===== config.mk =====
export PLATFORM = sky130hd
export DESIGN_NAME = murmur2_32_stream_hash
export DESIGN_NICKNAME = d
export VERILOG_FILES = /design/src/rtl/core/mm2h_pkg.sv /design/src/rtl/core/mm2h_datapath.sv /design/src/rtl/core/mm2h_ctrl.sv /design/src/rtl/core/murmur2_32_stream_hash.sv
export VERILOG_INCLUDE_DIRS = /design/src /design/src/rtl/core
export SDC_FILE = /design/constraint.sdc
export NUM_CORES = 1
export LEC_CHECK = 0
export BUFFER_PORTS_ARGS = -buffer_cell sky130_fd_sc_hd__buf_2
export CORE_UTILIZATION = 40
export DETAILED_ROUTE_END_ITERATION = 12
export PLACE_DENSITY_LB_ADDON = 0.08
export SYNTH_ARGS = -nofsm -noshare
export SYNTH_HDL_FRONTEND = slang
export SYNTH_HIERARCHICAL = 1
export SYNTH_SLANG_ARGS = --single-unit

===== constraint.sdc =====
create_clock -name i_clk -period 10.7 [get_ports i_clk]
set_input_delay 2.14 -clock i_clk [delete_from_list [all_inputs] [get_ports i_clk]]
set_output_delay 2.14 -clock i_clk [all_outputs]
set_load 0.1 [all_outputs]

===== src/rtl/core/assert_macros.svh =====
// assert_macros.svh: assertion macros shared by the MurmurHash2 core RTL.
// Expects a clock i_clk and an active-low reset i_rst_n in the using module.
`ifndef ASSERT_MACROS_SVH
`define ASSERT_MACROS_SVH

// Clocked assertion, disabled while reset is asserted.
`define MM2H_ASSERT(label, prop, msg) \
    label: assert property (@(posedge i_clk) disable iff (!i_rst_n) prop) else $error(msg);

// Clocked assertion that also holds during reset.
`define MM2H_ASSERT_ALWAYS(label, prop, msg) \
    label: assert property (@(posedge i_clk) prop) else $error(msg);

`endif


===== src/rtl/core/mm2h_pkg.sv =====
// mm2h_pkg: constants, types and helpers of the MurmurHash2 stream hash core.
// Used by mm2h_ctrl, mm2h_datapath and murmur2_32_stream_hash. No dependencies.
`default_nettype none

package mm2h_pkg;

    localparam logic [31:0] MIX_M = 32'h5bd1_e995;
    localparam int          MIX_R = 24;
    localparam int          FIN_A = 13;
    localparam int          FIN_B = 15;

    localparam int WORD_W  = 32;
    localparam int COUNT_W = 3;

    typedef enum logic [2:0] {
        S_IDLE,
        S_KMUL,
        S_KMIX,
        S_HMIX,
        S_TAIL,
        S_FMUL,
        S_FOUT
    } t_state;

    typedef enum logic [2:0] {
        OP_WORD,
        OP_KMIX,
        OP_HMIX,
        OP_TAIL,
        OP_FIN
    } t_mul_op;

    typedef struct packed {
        logic    accept;
        logic    mul_en;
        t_mul_op op;
        logic    fin;
    } t_dp_cmd;

    typedef struct packed {
        logic in_word;
        logic in_tail;
        logic cur_last;
        logic out_free;
    } t_dp_status;

    function automatic logic [WORD_W-1:0] tail_bytes(input logic [WORD_W-1:0] word,
                                                     input logic [1:0]        count);
        logic [WORD_W-1:0] t;
        case (count)
            2'd1:    t = {24'd0, word[7:0]};
            2'd2:    t = {16'd0, word[15:0]};
            default: t = {8'd0, word[23:0]};
        endcase
        return t;
    endfunction

endpackage

`default_nettype wire


===== src/rtl/core/mm2h_datapath.sv =====
// mm2h_datapath: hash registers, shared 32-bit multiplier and output register.
// Depends on mm2h_pkg and assert_macros.svh; driven by mm2h_ctrl commands.
`default_nettype none
`include "assert_macros.svh"

module mm2h_datapath (
    input  wire logic                        i_clk,
    input  wire logic                        i_rst_n,
    input  wire mm2h_pkg::t_dp_cmd           i_cmd,
    output mm2h_pkg::t_dp_status             o_status,
    input  wire logic [mm2h_pkg::WORD_W-1:0]  i_data_word,
    input  wire logic [mm2h_pkg::COUNT_W-1:0] i_byte_count,
    input  wire logic                        i_last_item,
    input  wire logic [mm2h_pkg::WORD_W-1:0]  i_total_length,
    output logic                             o_out_valid,
    input  wire logic                        i_out_stall,
    output logic [mm2h_pkg::WORD_W-1:0]       o_hash_value
);
    import mm2h_pkg::*;

    logic [WORD_W-1:0]   r_word;
    logic [1:0]          r_count;
    logic                r_last;
    logic [WORD_W-1:0]   r_h;
    logic [WORD_W-1:0]   r_k;
    logic                r_open;
    logic                r_out_valid;
    logic [WORD_W-1:0]   r_hash;

    logic [WORD_W-1:0]   mul_a;
    logic [WORD_W-1:0]   mul_lo;

    always_comb begin
        case (i_cmd.op)
            OP_WORD: mul_a = r_word;
            OP_KMIX: mul_a = r_k ^ (r_k >> MIX_R);
            OP_HMIX: mul_a = r_h;
            OP_TAIL: mul_a = r_h ^ tail_bytes(r_word, r_count);
            OP_FIN:  mul_a = r_h ^ (r_h >> FIN_A);
            default: mul_a = r_h;
        endcase
    end

    // low 32 bits of a 32x32 product
    assign mul_lo = mul_a * MIX_M;

    always_ff @(posedge i_clk) begin
        if (i_cmd.accept) begin
            r_word  <= i_data_word;
            r_count <= i_byte_count[1:0];
            r_last  <= i_last_item;
        end
        if (i_cmd.mul_en) begin
            case (i_cmd.op)
                OP_WORD, OP_KMIX: r_k <= mul_lo;
                default:          r_k <= r_k;
            endcase
        end
        if (i_cmd.fin) begin
            r_hash <= r_h ^ (r_h >> FIN_B);
        end
    end

    always_ff @(posedge i_clk) begin
        if (!i_rst_n) begin
            r_h         <= '0;
            r_open      <= 1'b0;
            r_out_valid <= 1'b0;
        end else begin
            if (i_cmd.accept && !r_open) begin
                r_h    <= i_total_length;
                r_open <= 1'b1;
            end else if (i_cmd.fin) begin
                r_h    <= '0;
                r_open <= 1'b0;
            end else if (i_cmd.mul_en) begin
                case (i_cmd.op)
                    OP_HMIX:         r_h <= mul_lo ^ r_k;
                    OP_TAIL, OP_FIN: r_h <= mul_lo;
                    default:         r_h <= r_h;
                endcase
            end
            if (i_cmd.fin) begin
                r_out_valid <= 1'b1;
            end else if (!i_out_stall) begin
                r_out_valid <= 1'b0;
            end
        end
    end

    always_comb begin
        o_status.in_word  = !i_last_item || (i_byte_count >= COUNT_W'(4));
        o_status.in_tail  = i_last_item && (i_byte_count != '0) &&
                            (i_byte_count < COUNT_W'(4));
        o_status.cur_last = r_last;
        o_status.out_free = !r_out_valid || !i_out_stall;
    end

    assign o_out_valid  = r_out_valid;
    assign o_hash_value = r_hash;

    `MM2H_ASSERT(a_fin_needs_room, i_cmd.fin |-> o_status.out_free, "result overwritten")
    `MM2H_ASSERT(a_fin_closes_msg, i_cmd.fin |=> (!r_open && o_out_valid), "message not closed")

endmodule

`default_nettype wire


===== src/rtl/core/mm2h_ctrl.sv =====
// mm2h_ctrl: sequencer that steps one item through the shared multiplier.
// Depends on mm2h_pkg and assert_macros.svh; commands mm2h_datapath.
`default_nettype none
`include "assert_macros.svh"

module mm2h_ctrl (
    input  wire logic                 i_clk,
    input  wire logic                 i_rst_n,
    input  wire logic                 i_in_valid,
    output logic                      o_in_stall,
    input  wire mm2h_pkg::t_dp_status i_status,
    output mm2h_pkg::t_dp_cmd         o_cmd
);
    import mm2h_pkg::*;

    t_state r_state;
    t_state n_state;

    always_ff @(posedge i_clk) begin
        if (!i_rst_n) begin
            r_state <= S_IDLE;
        end else begin
            r_state <= n_state;
        end
    end

    always_comb begin
        n_state       = r_state;
        o_cmd.accept  = 1'b0;
        o_cmd.mul_en  = 1'b0;
        o_cmd.op      = OP_WORD;
        o_cmd.fin     = 1'b0;
        o_in_stall    = 1'b1;
        unique case (r_state)
            S_IDLE: begin
                o_in_stall = 1'b0;
                if (i_in_valid) begin
                    o_cmd.accept = 1'b1;
                    if (i_status.in_word) begin
                        n_state = S_KMUL;
                    end else if (i_status.in_tail) begin
                        n_state = S_TAIL;
                    end else begin
                        n_state = S_FMUL;
                    end
                end
            end
            S_KMUL: begin
                o_cmd.mul_en = 1'b1;
                o_cmd.op     = OP_WORD;
                n_state      = S_KMIX;
            end
            S_KMIX: begin
                o_cmd.mul_en = 1'b1;
                o_cmd.op     = OP_KMIX;
                n_state      = S_HMIX;
            end
            S_HMIX: begin
                o_cmd.mul_en = 1'b1;
                o_cmd.op     = OP_HMIX;
                n_state      = i_status.cur_last ? S_FMUL : S_IDLE;
            end
            S_TAIL: begin
                o_cmd.mul_en = 1'b1;
                o_cmd.op     = OP_TAIL;
                n_state      = S_FMUL;
            end
            S_FMUL: begin
                o_cmd.mul_en = 1'b1;
                o_cmd.op     = OP_FIN;
                n_state      = S_FOUT;
            end
            S_FOUT: begin
                if (i_status.out_free) begin
                    o_cmd.fin = 1'b1;
                    n_state   = S_IDLE;
                end
            end
            default: n_state = S_IDLE;
        endcase
    end

    `MM2H_ASSERT(a_word_done, (r_state == S_HMIX && !i_status.cur_last) |=> (r_state == S_IDLE), "word item not finished")
    `MM2H_ASSERT(a_fout_from_fmul, (r_state == S_FOUT && $past(r_state) != S_FOUT) |-> ($past(r_state) == S_FMUL), "finalize skipped")

endmodule

`default_nettype wire


===== src/rtl/core/murmur2_32_stream_hash.sv =====
// murmur2_32_stream_hash: top level of the streaming 32-bit MurmurHash2 (seed zero).
// Depends on mm2h_pkg, mm2h_ctrl and mm2h_datapath.
//
// One item is taken in the cycle in_stall is low, then run through a single shared
// 32x32 multiplier, one multiply per cycle, with the input stalled meanwhile.
// A non-last item (or a last one with four bytes) passes the accept state, then
// three multiplies (word, mixed word, running hash). A last item adds a finalize
// multiply and a load of the output register that waits while out_stall holds the
// previous result; a one-to-three-byte tail has one tail multiply in place of the
// three, an empty last item none. The first item of a message loads the running
// hash from total_length. The output register lets a new item be accepted while a
// finished hash waits to be taken.
`default_nettype none
`include "assert_macros.svh"

module murmur2_32_stream_hash (
    input  wire logic                         i_clk,
    input  wire logic                         i_rst_n,
    input  wire logic                         i_in_valid,
    output logic                              o_in_stall,
    input  wire logic [mm2h_pkg::WORD_W-1:0]  i_data_word,
    input  wire logic [mm2h_pkg::COUNT_W-1:0] i_byte_count,
    input  wire logic                         i_last_item,
    input  wire logic [mm2h_pkg::WORD_W-1:0]  i_total_length,
    output logic                              o_out_valid,
    input  wire logic                         i_out_stall,
    output logic [mm2h_pkg::WORD_W-1:0]       o_hash_value
);
    import mm2h_pkg::*;

    t_dp_cmd    dp_cmd;
    t_dp_status dp_status;

    mm2h_ctrl u_ctrl (
        .i_clk      (i_clk),
        .i_rst_n    (i_rst_n),
        .i_in_valid (i_in_valid),
        .o_in_stall (o_in_stall),
        .i_status   (dp_status),
        .o_cmd      (dp_cmd)
    );

    mm2h_datapath u_datapath (
        .i_clk          (i_clk),
        .i_rst_n        (i_rst_n),
        .i_cmd          (dp_cmd),
        .o_status       (dp_status),
        .i_data_word    (i_data_word),
        .i_byte_count   (i_byte_count),
        .i_last_item    (i_last_item),
        .i_total_length (i_total_length),
        .o_out_valid    (o_out_valid),
        .i_out_stall    (i_out_stall),
        .o_hash_value   (o_hash_value)
    );

    `MM2H_ASSERT_ALWAYS(a_accept_cmd, (dp_cmd.accept == (i_in_valid && !o_in_stall)), "accept mismatch")

endmodule

`default_nettype wire

==> results.toml, run 1 <==
[outcome]
status = "finished clean"

[grt]
grt_pass1_vias = 11851
grtUsageMet3_pct = 2.403
grt_first_pass_wirelength_um = 71950
grt.overflow.total = 0
grt_use_total_pct = 24.07
grt-busiest-layer = "met2"
grt_antenna_before_repair = 0
grt_max_degree = 49
gr-usage-met2_pct = 38.65
globalRouteMet1Util_pct = 33.66

[clock_network]
cts_max_level = 4
hold_buffers = 0
clkTransAtPathRegs_ns = 0.06
clock-sinks = 136
cts_resized = 0
clk_latency_ns = 0.43
root_buffer = "clkbuf_16"
cts_inserted_buffers = 17
clk_path_buf_depth = 2
cts_setup_buffers = 0
cts_tree = "done"

[critical_path]
crit_slowest_cell = "a2111oi_0"
cpPeakStageDelay_ns = 0.62
path_buf_inv = 8
path_class = "flip-flop to flip-flop"
r2r-start = "u_ctrl/r_state[2]"
reg2reg_slack_ns = 1.43
r2r_cells = 31
crit_arrival_ns = 9.59
crit_path_end_kind = "flip-flop"
critPathMostFrequentCell = "fa_1"
crit_required_ns = 11.02
critical_path.endpoint = "u_datapath/r_h[26]"
r2r_end = "u_datapath/r_h[26]"
path_depth = 31
worstSetupStartpointType = "flip-flop"
cp-startpoint = "u_ctrl/r_state[2]"
path_delay_family = "adder cells"
cp_max_fo = 34

[die]
fp.coreArea_mm2 = 0.03874
fp.dieW_um = 200.5
die_h_um = 200.5
start_util_pct = 40.68
core.rowCount = 72
io_pins = 106
die_area_mm2 = 0.04020

[hold_path]
hold_path.class = "flip-flop to flip-flop"
hold_depth = 2

[synthesis]
ys_ff_latch = 136
ys.flop_type = "edfxtp_1"
synthTopCellsByArea = "fa_1 23%, edfxtp_1 19%, ha_1 17%, inv_1 8.2%, dfxtp_1 4.7%"
ys_seq_area_share_pct = 23.56
synth-edff-count = 99
synth.cell_area_mm2 = 0.01576
async_flop_share_pct = 0
yosysWarnings = 6
avgSynthCellArea_um2 = 10.09
syn_nets = 2032
synthesis.instances = 1562
ys_types = 78
yosys.area.top_type_share_pct = 22.99
synth_top_area_cell = "fa_1"

[final_layout]
multi_input_area_mm2 = 0.01054
fin_util_pct = 45.29
nNetsFinal = 2139
nFillCells = 3808
diodes = 0
drive_gt1_share_pct = 11.47
syn2layout_area_growth_pct = 11.33
register_area_mm2 = 0.003714

[sta]
post-route-period-util_pct = 86.62
clock_skew_ns = 0.009352
tns_ns = 0
clock.fmax_mhz = 107.9
finalSetupViolCount = 0
grt_setup_unrepaired = "no"
post-route-min-period_ns = 9.268
maxSlewViolCount = 0
worst_pin_slew_ns = 0.9131
maxSlewHeadroom_pct = 39.13
finalHoldViolations = 0

[place]
gp_congestion = 0.9046
io_buffers = 105
hpwl_um = 38440

[detailed_routing]
dr.pass1.iters = 5
wl_per_cell_um = 21.41
vias = 11360
drt_iter0_drc = 766
vias_per_cell = 5.164
drt-total-wl_um = 47100
drc_errors = 0
ant_nets = 0

[job]
cap_violations = 0
[logic make-up (layout without fill, tap and decap cells)]
kind of cell	after synthesis	in the layout	share of synthesized area, %
fa+ha+maj	398	398	40.22
buf+inv	398	518	9.757
simple gates	241	241	7.352
flops	136	136	23.56
xor+xnor	106	106	6.542
mux	19	19	1.207
compound gates	264	264	11.36
[per-stage QoR]
stage | setup WS (ns) | area [um2] | instances | hold slack, ns
3_3_place_gp | 1.658 | 16990 | 2168 | 0.5132
4_1_cts | 1.498 | 17550 | 2200 | 0.5432
2_1_floorplan | 1.772 | 15760 | 1562 | 0.4064
6_report | 1.432 | 17550 | 2200 | 0.5379
3_5_place_dp | 1.540 | 16990 | 2168 | 0.5287
5_1_grt | 0.9609 | 17550 | 2200 | 0.5751
[synth_stat cells (6+ instances only)]
master	instances
a22oi_1	10
and3_1	10
nor2_1	65
nand3_1	18
inv_1	346
xnor2_1	69
buf_1	6
dfxtp_1	37
edfxtp_1	99
o22ai_1	7
o21ai_0	50
a21o_1	16
mux2i_1	19
o21a_1	13
a21oi_1	67
ha_1	217
xor2_1	29
a221oi_1	25
nor2b_1	9
nand2_1	85
fa_1	181
nand2b_1	7
a31oi_1	7
nor3b_1	16
o221ai_1	7
clkbuf_1	30
nor3_1	10
o211ai_1	8
buf_2	8
[worst min path at each step]
stage / startpoint / end / slack (ns)
final: u_datapath/o_out_valid / u_datapath/o_out_valid / 0.54
after global routing: u_datapath/o_out_valid / u_datapath/o_out_valid / 0.58
after CTS: u_datapath/o_out_valid / u_datapath/o_out_valid / 0.54
after detailed placement: u_datapath/o_out_valid / u_datapath/o_out_valid / 0.53
after global placement: u_datapath/o_out_valid / u_datapath/o_out_valid / 0.51
after floorplan: u_datapath/r_h[17] / u_datapath/o_hash_value[17] / 0.41
[worst min-delay path, cell delays in order, from the launching register on]
cell,delay (ns)
dfxtp_1,0.31
a21oi_1,0.12
nor2b_1,0.05
[per-layer routing]
metal	up-vias	part of all wire, %
met5	-	0
met1	5597	47
met2	316	46
li1	5377	-
met3	70	3.9
met4	0	3.5
[final cells by class]
type | instances | area share, %
Sequential cell | 136 | 21.17
Multi-Input combinational cell | 1028 | 60.06
Timing Repair Buffer | 138 | 4.478
Tap cell | 518 | 3.694
Inverter | 348 | 7.445
Clock buffer | 17 | 2.425
Clock inverter | 15 | 0.7345
[state kept, by name, summed over array words and instances, names as in the netlist]
signal	count
u_datapath/r_last	1
u_datapath/r_word	32
u_datapath/r_count	2
u_ctrl/r_state	3
u_datapath/o_out_valid	1
u_datapath/r_open	1
u_datapath/r_k	32
u_datapath/o_hash_value	32
u_datapath/r_h	32
[cell usage in the layout (no fill, tap or decap), types with 48 or more instances in the layout]
cell type / Yosys / final
a21oi_1: 67 / 66
fa_1: 181 / 181
inv_1: 346 / 346
edfxtp_1: 99 / 99
ha_1: 217 / 217
o21ai_0: 50 / 48
buf_2: 8 / 105
xnor2_1: 69 / 69
nand2_1: 85 / 85
nor2_1: 65 / 63
Power of run 1 is not shown: default switching activity piles up to over one toggle a cycle in this logic, so the estimate is an artifact.
==> inputs of run 2 (changes only) <==
--- a/config.mk
+++ b/config.mk
@@ -9,7 +9,7 @@
 export BUFFER_PORTS_ARGS = -buffer_cell sky130_fd_sc_hd__buf_2
 export CORE_UTILIZATION = 40
 export DETAILED_ROUTE_END_ITERATION = 12
-export PLACE_DENSITY_LB_ADDON = 0.08
+export PLACE_DENSITY_LB_ADDON = 0.1
 export SYNTH_ARGS = -nofsm -noshare
 export SYNTH_HDL_FRONTEND = slang
 export SYNTH_HIERARCHICAL = 1
==> results.toml, run 2 (same netlist as run 1, synthesis figures left out) <==
[detailed_routing]
drt_iter0_drc = 614
wl_per_cell_um = 21.58
drc_errors = 0
ant_nets = 0
dr.pass1.iters = 6
vias_per_cell = 5.208
vias = 11441
drt-total-wl_um = 47420

[sta]
finalHoldViolations = 0
grt_setup_unrepaired = "no"
clock_skew_ns = 0.01209
finalSetupViolCount = 0
whs_ns = 0.5317
worst_pin_slew_ns = 1.101
clock.fmax_mhz = 106.8
tns_ns = 0
maxSlewViolCount = 0
maxSlewHeadroom_pct = 25.80
post-route-period-util_pct = 87.50
post-route-min-period_ns = 9.363

[critical_path]
cpPeakStageDelay_ns = 0.76
cp_max_fo = 33
path_class = "flip-flop to flip-flop"
r2r-start = "u_ctrl/r_state[1]"
crit_required_ns = 11.01
crit_slowest_cell = "nor2_1"
critPathMostFrequentCell = "fa_1"
r2r_cells = 29
r2r_end = "u_datapath/r_h[26]"
reg2reg_slack_ns = 1.34
crit_arrival_ns = 9.67
worstSetupStartpointType = "flip-flop"
crit_path_end_kind = "flip-flop"

[die]
fp.dieW_um = 200.5
start_util_pct = 40.68
fp.coreArea_mm2 = 0.03874
die_h_um = 200.5
core.rowCount = 72
io_pins = 106
die_area_mm2 = 0.04020

[hold_path]
hold_path_startpoint = "u_datapath/o_out_valid"
min_to = "u_datapath/o_out_valid"
hold_depth = 2
hold_path.class = "flip-flop to flip-flop"

[final_layout]
syn2layout_area_growth_pct = 11.34
multi_input_area_mm2 = 0.01054
drive_gt1_share_pct = 11.08
fin_util_pct = 45.30
diodes = 0
nNetsFinal = 2136
register_area_mm2 = 0.003714
final_cell_mix = "346 x inv_1, 217 x ha_1, 181 x fa_1"
layout_commonest_cell = "inv_1"
nFillCells = 3829

[clock_network]
cts_tree = "done"
clkTransAtPathRegs_ns = 0.06
cts_setup_buffers = 0
cts_max_level = 4
cts_resized = 0
root_buffer = "clkbuf_16"
clock-sinks = 136
hold_buffers = 0
clk_latency_ns = 0.42
clk_path_buf_depth = 2
cts_inserted_buffers = 17

[grt]
grt_use_total_pct = 24.38
grt.overflow.total = 0
grt_antenna_before_repair = 0
grt_first_pass_wirelength_um = 73560
grt_max_degree = 41
grt_pass1_vias = 12110

[place]
gp_congestion = 0.8846
io_buffers = 105
hpwl_um = 38530

[job]
cap_violations = 0

[outcome]
status = "finished clean"
run 2: area by class of cell:
cell class / instances / share of cell area (%)
tap: 518 / 3.693
multi-input combinational: 1028 / 60.05
sequential: 136 / 21.16
inverter: 348 / 7.444
timing repair buffer: 135 / 4.278
clock buffer: 23 / 2.667
clock inverter: 9 / 0.7059
run 2: how the worst max path moves through the flow:
stage	from	end	slack, ns	cells past startpoint
finish	u_ctrl/r_state[1]	u_datapath/r_h[26]	1.34	29
global route	u_ctrl/r_state[2]	u_datapath/r_h[20]	0.76	34
CTS	u_ctrl/r_state[2]	u_datapath/r_h[20]	1.42	34
detailed placement	u_ctrl/r_state[2]	u_datapath/r_h[20]	1.44	34
global placement	u_ctrl/r_state[2]	u_datapath/r_h[31]	1.59	31
floorplan	u_ctrl/r_state[1]	u_datapath/r_h[26]	1.77	32
run 2: through the flow:
step / cells / area (um2) / setup WS [ns]
2_1_floorplan: 1562 / 15760 / 1.772
3_3_place_gp: 2165 / 16960 / 1.589
3_5_place_dp: 2165 / 16960 / 1.441
4_1_cts: 2197 / 17550 / 1.420
5_1_grt: 2197 / 17550 / 0.7570
6_report: 2197 / 17550 / 1.337
run 2: worst max-delay path: cells and delay by family (launching register included):
family	cells	cell delay, ns
AO/OA/AOI/OAI	8	1.97
buffers and inverters	7	0.92
adder cells (fa/ha/maj)	9	3.92
flip-flops	1	0.54
XOR/XNOR	1	0.40
AND/OR/NAND/NOR	4	1.49
run 2: per-layer routing:
metal	track usage, %	share of wire [%]	wire (um)
met2	41.42	48	22700
met1	33.39	46	21760
met4	6.107	2.0	953
met5	0	0	0
met3	2.338	4.2	2004
Power of run 2 is left out for the same reason.
